## src/rtl/egcd_pkg.sv

```systemverilog
package egcd_pkg;

  // Controller states
  typedef enum logic [2:0] {
    ST_IDLE,
    ST_CHECK,
    ST_DIV,
    ST_UPDATE,
    ST_DONE
  } egcd_state_t;

  // Commands from controller to datapath
  typedef struct packed {
    logic load;      // capture operands and seed the coefficient pairs
    logic div_init;  // set up the divider for prev_r / cur_r
    logic div_step;  // one restoring step plus coefficient shift-add
    logic update;    // rotate remainder and coefficient pairs
    logic out_load;  // copy the result into the output register
  } egcd_cmd_t;

  // Status from datapath to controller
  typedef struct packed {
    logic cur_zero;  // current remainder is zero: gcd found
    logic div_last;  // divider is on its last step
  } egcd_stat_t;

endpackage

```

## src/rtl/egcd_if.sv

```systemverilog
// Operand channel
interface egcd_in_if #(
  parameter int DATA_WIDTH = 32
);
  logic                         valid;
  logic                         ready;
  logic signed [DATA_WIDTH-1:0] a_value;
  logic signed [DATA_WIDTH-1:0] b_value;

  modport source (output valid, output a_value, output b_value, input ready);
  modport sink   (input valid, input a_value, input b_value, output ready);
endinterface

// Result channel
interface egcd_out_if #(
  parameter int DATA_WIDTH = 32
);
  logic                         valid;
  logic                         ready;
  logic signed [DATA_WIDTH-1:0] gcd_value;
  logic signed [DATA_WIDTH-1:0] coef_a;
  logic signed [DATA_WIDTH-1:0] coef_b;

  modport source (output valid, output gcd_value, output coef_a, output coef_b, input ready);
  modport sink   (input valid, input gcd_value, input coef_a, input coef_b, output ready);
endinterface

```

## src/rtl/egcd_ctrl.sv

```systemverilog
module egcd_ctrl (
  input  logic                  clk,
  input  logic                  rst_n,
  input  logic                  in_valid,
  output logic                  in_ready,
  output logic                  out_valid,
  input  logic                  out_ready,
  input  egcd_pkg::egcd_stat_t  stat,
  output egcd_pkg::egcd_cmd_t   cmd
);

  egcd_pkg::egcd_state_t state_r, state_nxt;
  logic                  out_valid_r, out_valid_nxt;
  logic                  out_free;

  assign out_free  = !out_valid_r || out_ready;
  assign out_valid = out_valid_r;

  // Next state
  always_comb begin
    state_nxt = state_r;
    unique case (state_r)
      egcd_pkg::ST_IDLE: begin
        if (in_valid) state_nxt = egcd_pkg::ST_CHECK;
      end
      egcd_pkg::ST_CHECK: begin
        state_nxt = stat.cur_zero ? egcd_pkg::ST_DONE : egcd_pkg::ST_DIV;
      end
      egcd_pkg::ST_DIV: begin
        if (stat.div_last) state_nxt = egcd_pkg::ST_UPDATE;
      end
      egcd_pkg::ST_UPDATE: begin
        state_nxt = egcd_pkg::ST_CHECK;
      end
      egcd_pkg::ST_DONE: begin
        if (out_free) state_nxt = egcd_pkg::ST_IDLE;
      end
      default: state_nxt = egcd_pkg::ST_IDLE;
    endcase
  end

  // Outputs and commands
  always_comb begin
    in_ready = 1'b0;
    cmd      = '0;
    unique case (state_r)
      egcd_pkg::ST_IDLE: begin
        in_ready = 1'b1;
        cmd.load = in_valid;
      end
      egcd_pkg::ST_CHECK: begin
        cmd.div_init = !stat.cur_zero;
      end
      egcd_pkg::ST_DIV: begin
        cmd.div_step = 1'b1;
      end
      egcd_pkg::ST_UPDATE: begin
        cmd.update = 1'b1;
      end
      egcd_pkg::ST_DONE: begin
        cmd.out_load = out_free;
      end
      default: begin
        in_ready = 1'b0;
      end
    endcase
  end

  // Hold the result valid until its transfer
  always_comb begin
    out_valid_nxt = out_valid_r;
    if (cmd.out_load) begin
      out_valid_nxt = 1'b1;
    end else if (out_ready) begin
      out_valid_nxt = 1'b0;
    end
  end

  always_ff @(posedge clk) begin
    if (!rst_n) begin
      state_r     <= egcd_pkg::ST_IDLE;
      out_valid_r <= 1'b0;
    end else begin
      state_r     <= state_nxt;
      out_valid_r <= out_valid_nxt;
    end
  end

endmodule

```

## src/rtl/egcd_dp.sv

```systemverilog
module egcd_dp #(
  parameter int DATA_WIDTH = 32
) (
  input  logic                  clk,
  input  logic [DATA_WIDTH-1:0] in_a,
  input  logic [DATA_WIDTH-1:0] in_b,
  input  egcd_pkg::egcd_cmd_t   cmd,
  output egcd_pkg::egcd_stat_t  stat,
  output logic [DATA_WIDTH-1:0] out_gcd,
  output logic [DATA_WIDTH-1:0] out_coef_a,
  output logic [DATA_WIDTH-1:0] out_coef_b
);

  localparam int W  = DATA_WIDTH;
  localparam int CW = $clog2(DATA_WIDTH);

  // Euclid state: remainders r, coefficients of b (s) and of a (t)
  logic [W-1:0]  prev_r_r, cur_r_r, prev_s_r, cur_s_r, prev_t_r, cur_t_r;
  // Divider state
  logic [W-1:0]  rem_r, rem_nxt;
  logic [W-1:0]  quo_r, quo_nxt;
  logic [W-1:0]  dsr_r;
  logic [W-1:0]  ps_r, ps_nxt;
  logic [W-1:0]  pt_r, pt_nxt;
  logic [CW-1:0] cnt_r;
  logic          qneg_r, rneg_r;
  // Output register
  logic [W-1:0]  gcd_r, coef_a_r, coef_b_r;

  logic [W:0]    trial, diff;
  logic          qbit;
  logic [W-1:0]  nr_nxt, ns_nxt, nt_nxt;
  logic [W-1:0]  prev_mag, cur_mag;

  assign prev_mag = prev_r_r[W-1] ? ({W{1'b0}} - prev_r_r) : prev_r_r;
  assign cur_mag  = cur_r_r[W-1]  ? ({W{1'b0}} - cur_r_r)  : cur_r_r;

  // One restoring division step; |q| * cur_s and |q| * cur_t built by shift-add
  always_comb begin
    trial   = {rem_r, quo_r[W-1]};
    diff    = trial - {1'b0, dsr_r};
    qbit    = !diff[W];
    rem_nxt = qbit ? diff[W-1:0] : trial[W-1:0];
    quo_nxt = {quo_r[W-2:0], qbit};
    ps_nxt  = {ps_r[W-2:0], 1'b0} + (qbit ? cur_s_r : {W{1'b0}});
    pt_nxt  = {pt_r[W-2:0], 1'b0} + (qbit ? cur_t_r : {W{1'b0}});
  end

  // Signed remainder and new coefficients
  always_comb begin
    nr_nxt = rneg_r ? ({W{1'b0}} - rem_r) : rem_r;
    ns_nxt = qneg_r ? (prev_s_r + ps_r) : (prev_s_r - ps_r);
    nt_nxt = qneg_r ? (prev_t_r + pt_r) : (prev_t_r - pt_r);
  end

  assign stat.cur_zero = (cur_r_r == {W{1'b0}});
  assign stat.div_last = (cnt_r == {CW{1'b0}});

  always_ff @(posedge clk) begin
    if (cmd.load) begin
      cur_r_r  <= in_a;
      prev_r_r <= in_b;
      cur_s_r  <= {W{1'b0}};
      prev_s_r <= {{(W-1){1'b0}}, 1'b1};
      cur_t_r  <= {{(W-1){1'b0}}, 1'b1};
      prev_t_r <= {W{1'b0}};
    end else if (cmd.div_init) begin
      rem_r  <= {W{1'b0}};
      quo_r  <= prev_mag;
      dsr_r  <= cur_mag;
      ps_r   <= {W{1'b0}};
      pt_r   <= {W{1'b0}};
      cnt_r  <= CW'(DATA_WIDTH - 1);
      qneg_r <= prev_r_r[W-1] ^ cur_r_r[W-1];
      rneg_r <= prev_r_r[W-1];
    end else if (cmd.div_step) begin
      rem_r <= rem_nxt;
      quo_r <= quo_nxt;
      ps_r  <= ps_nxt;
      pt_r  <= pt_nxt;
      cnt_r <= cnt_r - 1'b1;
    end else if (cmd.update) begin
      prev_r_r <= cur_r_r;
      cur_r_r  <= nr_nxt;
      prev_s_r <= cur_s_r;
      cur_s_r  <= ns_nxt;
      prev_t_r <= cur_t_r;
      cur_t_r  <= nt_nxt;
    end
  end

  // Capture the finished result
  always_ff @(posedge clk) begin
    if (cmd.out_load) begin
      gcd_r    <= prev_r_r;
      coef_a_r <= prev_t_r;
      coef_b_r <= prev_s_r;
    end
  end

  assign out_gcd    = gcd_r;
  assign out_coef_a = coef_a_r;
  assign out_coef_b = coef_b_r;

endmodule

```

## src/rtl/extended_gcd_bezout.sv

```systemverilog
// Extended Euclid (gcd with Bezout coefficients), one item at a time.
// Each of the n Euclid steps is a bit-serial restoring division,
// one quotient bit per cycle (n <= 46 at 32 bits).
// A new item is taken only once the last one is done; it is taken while that result waits.
// Reset (synchronous, active low) clears the controller and the output valid;
// no state carries from one item to the next.
module extended_gcd_bezout #(
  parameter int DATA_WIDTH = 32
) (
  input  logic      clk,
  input  logic      rst_n,
  egcd_in_if.sink   in_ch,
  egcd_out_if.source out_ch
);

  egcd_pkg::egcd_cmd_t  cmd;
  egcd_pkg::egcd_stat_t stat;
  logic [DATA_WIDTH-1:0] gcd_w, coef_a_w, coef_b_w;

  egcd_ctrl u_ctrl (
    .clk       (clk),
    .rst_n     (rst_n),
    .in_valid  (in_ch.valid),
    .in_ready  (in_ch.ready),
    .out_valid (out_ch.valid),
    .out_ready (out_ch.ready),
    .stat      (stat),
    .cmd       (cmd)
  );

  egcd_dp #(
    .DATA_WIDTH (DATA_WIDTH)
  ) u_dp (
    .clk        (clk),
    .in_a       (in_ch.a_value),
    .in_b       (in_ch.b_value),
    .cmd        (cmd),
    .stat       (stat),
    .out_gcd    (gcd_w),
    .out_coef_a (coef_a_w),
    .out_coef_b (coef_b_w)
  );

  assign out_ch.gcd_value = gcd_w;
  assign out_ch.coef_a    = coef_a_w;
  assign out_ch.coef_b    = coef_b_w;

  // No second item is taken right after a transfer
  a_no_back_to_back: assert property (@(posedge clk) disable iff (!rst_n)
    (in_ch.valid && in_ch.ready) |=> !in_ch.ready)
    else $error("input taken while an item is in progress");

  // A result is only stored once the current remainder reached zero
  a_load_at_zero: assert property (@(posedge clk) disable iff (!rst_n)
    cmd.out_load |-> stat.cur_zero)
    else $error("result stored before gcd was found");

  // Pair rotation only follows the last divider step
  a_update_after_div: assert property (@(posedge clk) disable iff (!rst_n)
    cmd.update |-> ($past(cmd.div_step) && $past(stat.div_last)))
    else $error("update without a finished division");

  // The output register is never overwritten while a result waits
  a_no_overwrite: assert property (@(posedge clk) disable iff (!rst_n)
    (cmd.out_load && out_ch.valid) |-> out_ch.ready)
    else $error("pending result overwritten");

endmodule
```

## src/flat_wrapper.sv

```systemverilog
// flat-port wrapper written by rule: the top's interface ports become plain ports
module extended_gcd_bezout_flat 
#(
  parameter int DATA_WIDTH = 32
)
  (clk, rst_n, in_ch_valid, in_ch_a_value, in_ch_b_value, in_ch_ready, out_ch_valid, out_ch_gcd_value, out_ch_coef_a, out_ch_coef_b, out_ch_ready);
  egcd_in_if #(.DATA_WIDTH(DATA_WIDTH)) in_ch_i ();
  egcd_out_if #(.DATA_WIDTH(DATA_WIDTH)) out_ch_i ();
  input  logic clk;
  input  logic rst_n;
  input wire logic [$bits(in_ch_i.valid)-1:0] in_ch_valid;
  input wire logic [$bits(in_ch_i.a_value)-1:0] in_ch_a_value;
  input wire logic [$bits(in_ch_i.b_value)-1:0] in_ch_b_value;
  output wire logic [$bits(in_ch_i.ready)-1:0] in_ch_ready;
  output wire logic [$bits(out_ch_i.valid)-1:0] out_ch_valid;
  output wire logic [$bits(out_ch_i.gcd_value)-1:0] out_ch_gcd_value;
  output wire logic [$bits(out_ch_i.coef_a)-1:0] out_ch_coef_a;
  output wire logic [$bits(out_ch_i.coef_b)-1:0] out_ch_coef_b;
  input wire logic [$bits(out_ch_i.ready)-1:0] out_ch_ready;
  assign in_ch_i.valid = in_ch_valid;
  assign in_ch_i.a_value = in_ch_a_value;
  assign in_ch_i.b_value = in_ch_b_value;
  assign in_ch_ready = in_ch_i.ready;
  assign out_ch_valid = out_ch_i.valid;
  assign out_ch_gcd_value = out_ch_i.gcd_value;
  assign out_ch_coef_a = out_ch_i.coef_a;
  assign out_ch_coef_b = out_ch_i.coef_b;
  assign out_ch_i.ready = out_ch_ready;
  extended_gcd_bezout #(.DATA_WIDTH(DATA_WIDTH)) u_core (.clk(clk), .rst_n(rst_n), .in_ch(in_ch_i), .out_ch(out_ch_i));
endmodule
```

## config.mk

```make
export PLATFORM = sky130hd
export DESIGN_NAME = extended_gcd_bezout_flat
export DESIGN_NICKNAME = d
export VERILOG_FILES = /design/src/rtl/egcd_pkg.sv /design/src/rtl/egcd_if.sv /design/src/rtl/egcd_ctrl.sv /design/src/rtl/egcd_dp.sv /design/src/rtl/extended_gcd_bezout.sv /design/src/flat_wrapper.sv
export SDC_FILE = /design/constraint.sdc
export NUM_CORES = 1
export LEC_CHECK = 0
export BUFFER_PORTS_ARGS = -buffer_cell sky130_fd_sc_hd__buf_2
export CAP_MARGIN = 10
export CORE_MARGIN = 10
export CORE_UTILIZATION = 55
export CTS_BUF_LIST = sky130_fd_sc_hd__clkbuf_4 sky130_fd_sc_hd__clkbuf_8 sky130_fd_sc_hd__clkbuf_16
export CTS_CLUSTER_DIAMETER = 40
export DETAILED_ROUTE_END_ITERATION = 10
export PLACE_DENSITY = 0.73
export SKIP_LAST_GASP = 1
export SLEW_MARGIN = 20
export SYNTH_ARGS = -nofsm -noshare
export SYNTH_HDL_FRONTEND = slang
export SYNTH_SLANG_ARGS = --single-unit
```

## constraint.sdc

```tcl
create_clock -name clk -period 8.8 [get_ports clk]
set_input_delay 0.88 -clock clk [delete_from_list [all_inputs] [get_ports clk]]
set_output_delay 0.88 -clock clk [all_outputs]
set_load 0.1 [all_outputs]
```

==> metrics.yaml <==
viasPerCell: 5.87
clkSinkCount: 459
ioPinCount: 166
gp_congestion: 0.946
max_freq_ghz: 0.158
ys_types: 78
drt_pass1_iterations: 5
async_flop_share_pct: 0
slew_viol_final: 0
clockBufferDepth: 3
clkTransAtPathRegs_ps: 60
tightest_slew_ps: 1120
rows: 81
syn-mean-instance-area_sq_um: 9.24
synthFlopType: "edfxtp_1"
drt-initial-drc-count: 1764
arrival_ps: 6660
drt-total-wl_um: 70200
path_class: "flop to flop"
max_slew_margin_pct: 25.3
setup-tns-final_ps: 0
cts_root_buf: "clkbuf_16"
finalCritPeriodShare_pct: 71.7
drt-wirelength-per-cell_um: 18.2
die_h_um: 244
drive_above_1_share_pct: 11.2
htreeDepth: 3
grt_usage_pct: 22.9
fin_worst_skew_ps: 22.5
yosys.area.top_type: "edfxtp_1"
start_util_pct: 56.0
critPathTopFamily: "compound AO/OA/AOI/OAI gates"
total_power_uw: 7480
path_max_fanout: 70
post-cts-setup-buffer-count: 0
cap_violations: 0
grt_pass1_wl_um: 113000
powerDensity_nw_per_um2: 237
n_fill_cell: 3985
critPathMaxStageDelay_ps: 700
peakVddDrop_mv: 0.171
grt_pass1_vias: 21972
drc: 0
fp.dieW_um: 244
port_buffers: 165
cts-buffers-inserted: 78
ant_nets: 0
synth.area.top_cells: "edfxtp_1 (36%), dfxtp_1 (9.6%), ha_1 (7.3%)"
r2r_slack_ps: 2490
hold_class: "flop to flop"
postLayoutCoreUtil_pct: 64.2
synth_nets: 3217
yosysSeqAreaShare_pct: 45.2
synth_area_sq_um: 27600
synthCells: 2984
cp_slowest_cell: "buf_4"
cts_resized: 0
globalRouteOverflowTotal: 0
area_delta_synth_final_pct: 14.7
via_count: 22630
min_period_ps: 6310
status: "completed"
rsz0062_at_grt: "no"
crit_buf_inv: 1
fin_cells: 3857
worst_ep_required_time_ps: 9150
die_area_sq_um: 59500
synth_edf_count: 327
cp-end-kind: "flop"
hold_viol: 0
antennaDiodeCount: 0
grt_max_degree: 201
cts_tree: "yes"
finalSetupViolCount: 0
leakagePower_uw: 0.0127
yosys.area.top_type_share_pct: 35.6
dp_hpwl_um: 49200
worstPathCellList: "ha_1, a21o_1, or3_1, o2111a_1, o21ai_0, and2_1, o221a_2, buf_4, and2_1, ha_1, a211oi_1, nor2_1, o31ai_1, o311ai_0, a31oi_1, o21ai_0, a21oi_1, xor2_1, nor2_1"
placed_area_sq_um: 29000
clk_latency_ps: 610
ctsHoldBuffers: 0
coreArea_sq_um: 49300
antenna_found_initial: 0
placed_cells: 3714
cp-start-kind: "flop"
synth-seq-cells: 459
layout.nets: 3364
yosysWarningCount: 0
post-route-cell-area_sq_um: 31600
synthesized netlist by cell type, types with 4 or more instances:
cell	instances
nand2_1	515
edfxtp_1	327
a21oi_1	282
nor2_1	213
o21ai_0	183
ha_1	160
xor2_1	158
dfxtp_1	132
xnor2_1	113
inv_1	97
clkbuf_1	96
and2_1	77
a21o_1	60
nor3_1	54
nand3_1	44
o31ai_1	33
or3_1	33
a31oi_1	30
a211oi_1	29
o21a_1	29
nand2b_1	27
or4_1	27
o21bai_1	24
nand4_1	20
nor2b_1	19
nor4_1	17
o211ai_1	15
buf_1	14
and3_1	13
o41ai_1	13
or2_2	10
mux2i_1	9
a21boi_0	8
nor3b_1	8
o31a_1	6
buf_2	5
fa_1	5
o221ai_1	5
a2111oi_0	4
mux2_2	4
o2111ai_1	4
worst paths after layout:
kind | from | endpoint | cells after the start
max | u_core.u_dp.rem_r[4]$_SDFFCE_PP0P_ | u_core.u_dp.ps_r[18]$_SDFFCE_PP0P_ | 19
min | u_core.u_dp.prev_s_r[13]$_SDFFE_PP0P_ | u_core.u_dp.out_coef_b[13]$_DFFE_PP_ | 0
max reg2reg | u_core.u_dp.rem_r[4]$_SDFFCE_PP0P_ | u_core.u_dp.ps_r[18]$_SDFFCE_PP0P_ | 19
min reg2reg | u_core.u_dp.prev_s_r[13]$_SDFFE_PP0P_ | u_core.u_dp.out_coef_b[13]$_DFFE_PP_ | 0
layout make-up:
type                       count  area, sq um  share of cell area (%)
clock buffer                  83         2020                    6.40
clock inverter                59          618                    1.96
timing repair buffer         184          992                    3.14
tap                          664          831                    2.63
inverter                      98          370                    1.17
multi-input combinational   2310        14300                    45.3
sequential                   459        12500                    39.4
worst reg2reg max path: stages, from the launching register on:
cell      delay (ps)
edfxtp_1         490
ha_1             400
a21o_1           210
or3_1            350
o2111a_1         280
o21ai_0          280
and2_1           250
o221a_2          550
buf_4            710
and2_1           290
ha_1             260
a211oi_1         210
nor2_1           110
o31ai_1          400
o311ai_0         260
a31oi_1          420
o21ai_0          160
a21oi_1          200
xor2_1           180
nor2_1            50
cells in the final DEF, fill, tap and decap left out, types with 16 or more instances in the layout:
master     count
nand4_1       20
o21bai_1      24
o21ai_0      183
o21a_1        29
nor2_1       211
buf_4         16
and2_1        76
nand3_1       44
clkbuf_16     80
xor2_1       158
edfxtp_1     327
nand2b_1      27
nor3_1        54
dfxtp_1      132
ha_1         160
or3_1         32
or4_1         27
nor4_1        17
a31oi_1       30
inv_1         96
buf_2        165
xnor2_1      113
o31ai_1       33
a21o_1        60
a21oi_1      282
a211oi_1      29
nand2_1      514
nor2b_1       19
state kept, by name (all words and copies together), names as in the netlist, 3 cells and up:
signal	flops
u_core.u_dp.cnt_r	5
u_core.u_dp.cur_s_r	32
u_core.u_dp.out_coef_a	32
u_core.u_dp.prev_s_r	32
u_core.u_dp.prev_r_r	32
u_core.u_dp.rem_r	32
u_core.u_dp.out_coef_b	32
u_core.u_ctrl.state_r	3
u_core.u_dp.quo_r	32
u_core.u_dp.ps_r	32
u_core.u_dp.dsr_r	32
u_core.u_dp.cur_t_r	32
u_core.u_dp.prev_t_r	32
u_core.u_dp.out_gcd	32
u_core.u_dp.cur_r_r	32
u_core.u_dp.pt_r	32
per-layer routing:
| layer | vias up | track usage (%) | part of all wire (%) |
|---|---|---|---|
| met1 | 10762 | 29.1 | 43 |
| met2 | 717 | 38.7 | 48 |
| li1 | 11021 | - | - |
| met3 | 130 | 4.15 | 6.5 |
| met4 | 0 | 7.78 | 2.7 |
| met5 | - | 0 | 0 |
cells by family after synthesis:
logic type               share of synthesized area (%)
AND/OR/NAND/NOR                                   18.3
AO/OA/AOI/OAI                                     16.8
flip-flops                                        45.2
XOR/XNOR                                          8.61
buffers and inverters                             3.00
adder cells (fa/ha/maj)                           7.62
multiplexers                                     0.490
metrics by stage:
step / setup slack, ps / hold WS, ps
floorplan: 1360 / 437
global placement: 2760 / 450
detailed placement: 2600 / 457
CTS: 2590 / 464
global route: 2120 / 484
finish: 2490 / 461
where the power goes:
part	internal (uW)	total (uW)	switching (uW)
sequential	2600	2800	199
combinational	631	1640	1010
clock	1870	3040	1170
(Power assumes the default switching activity.)
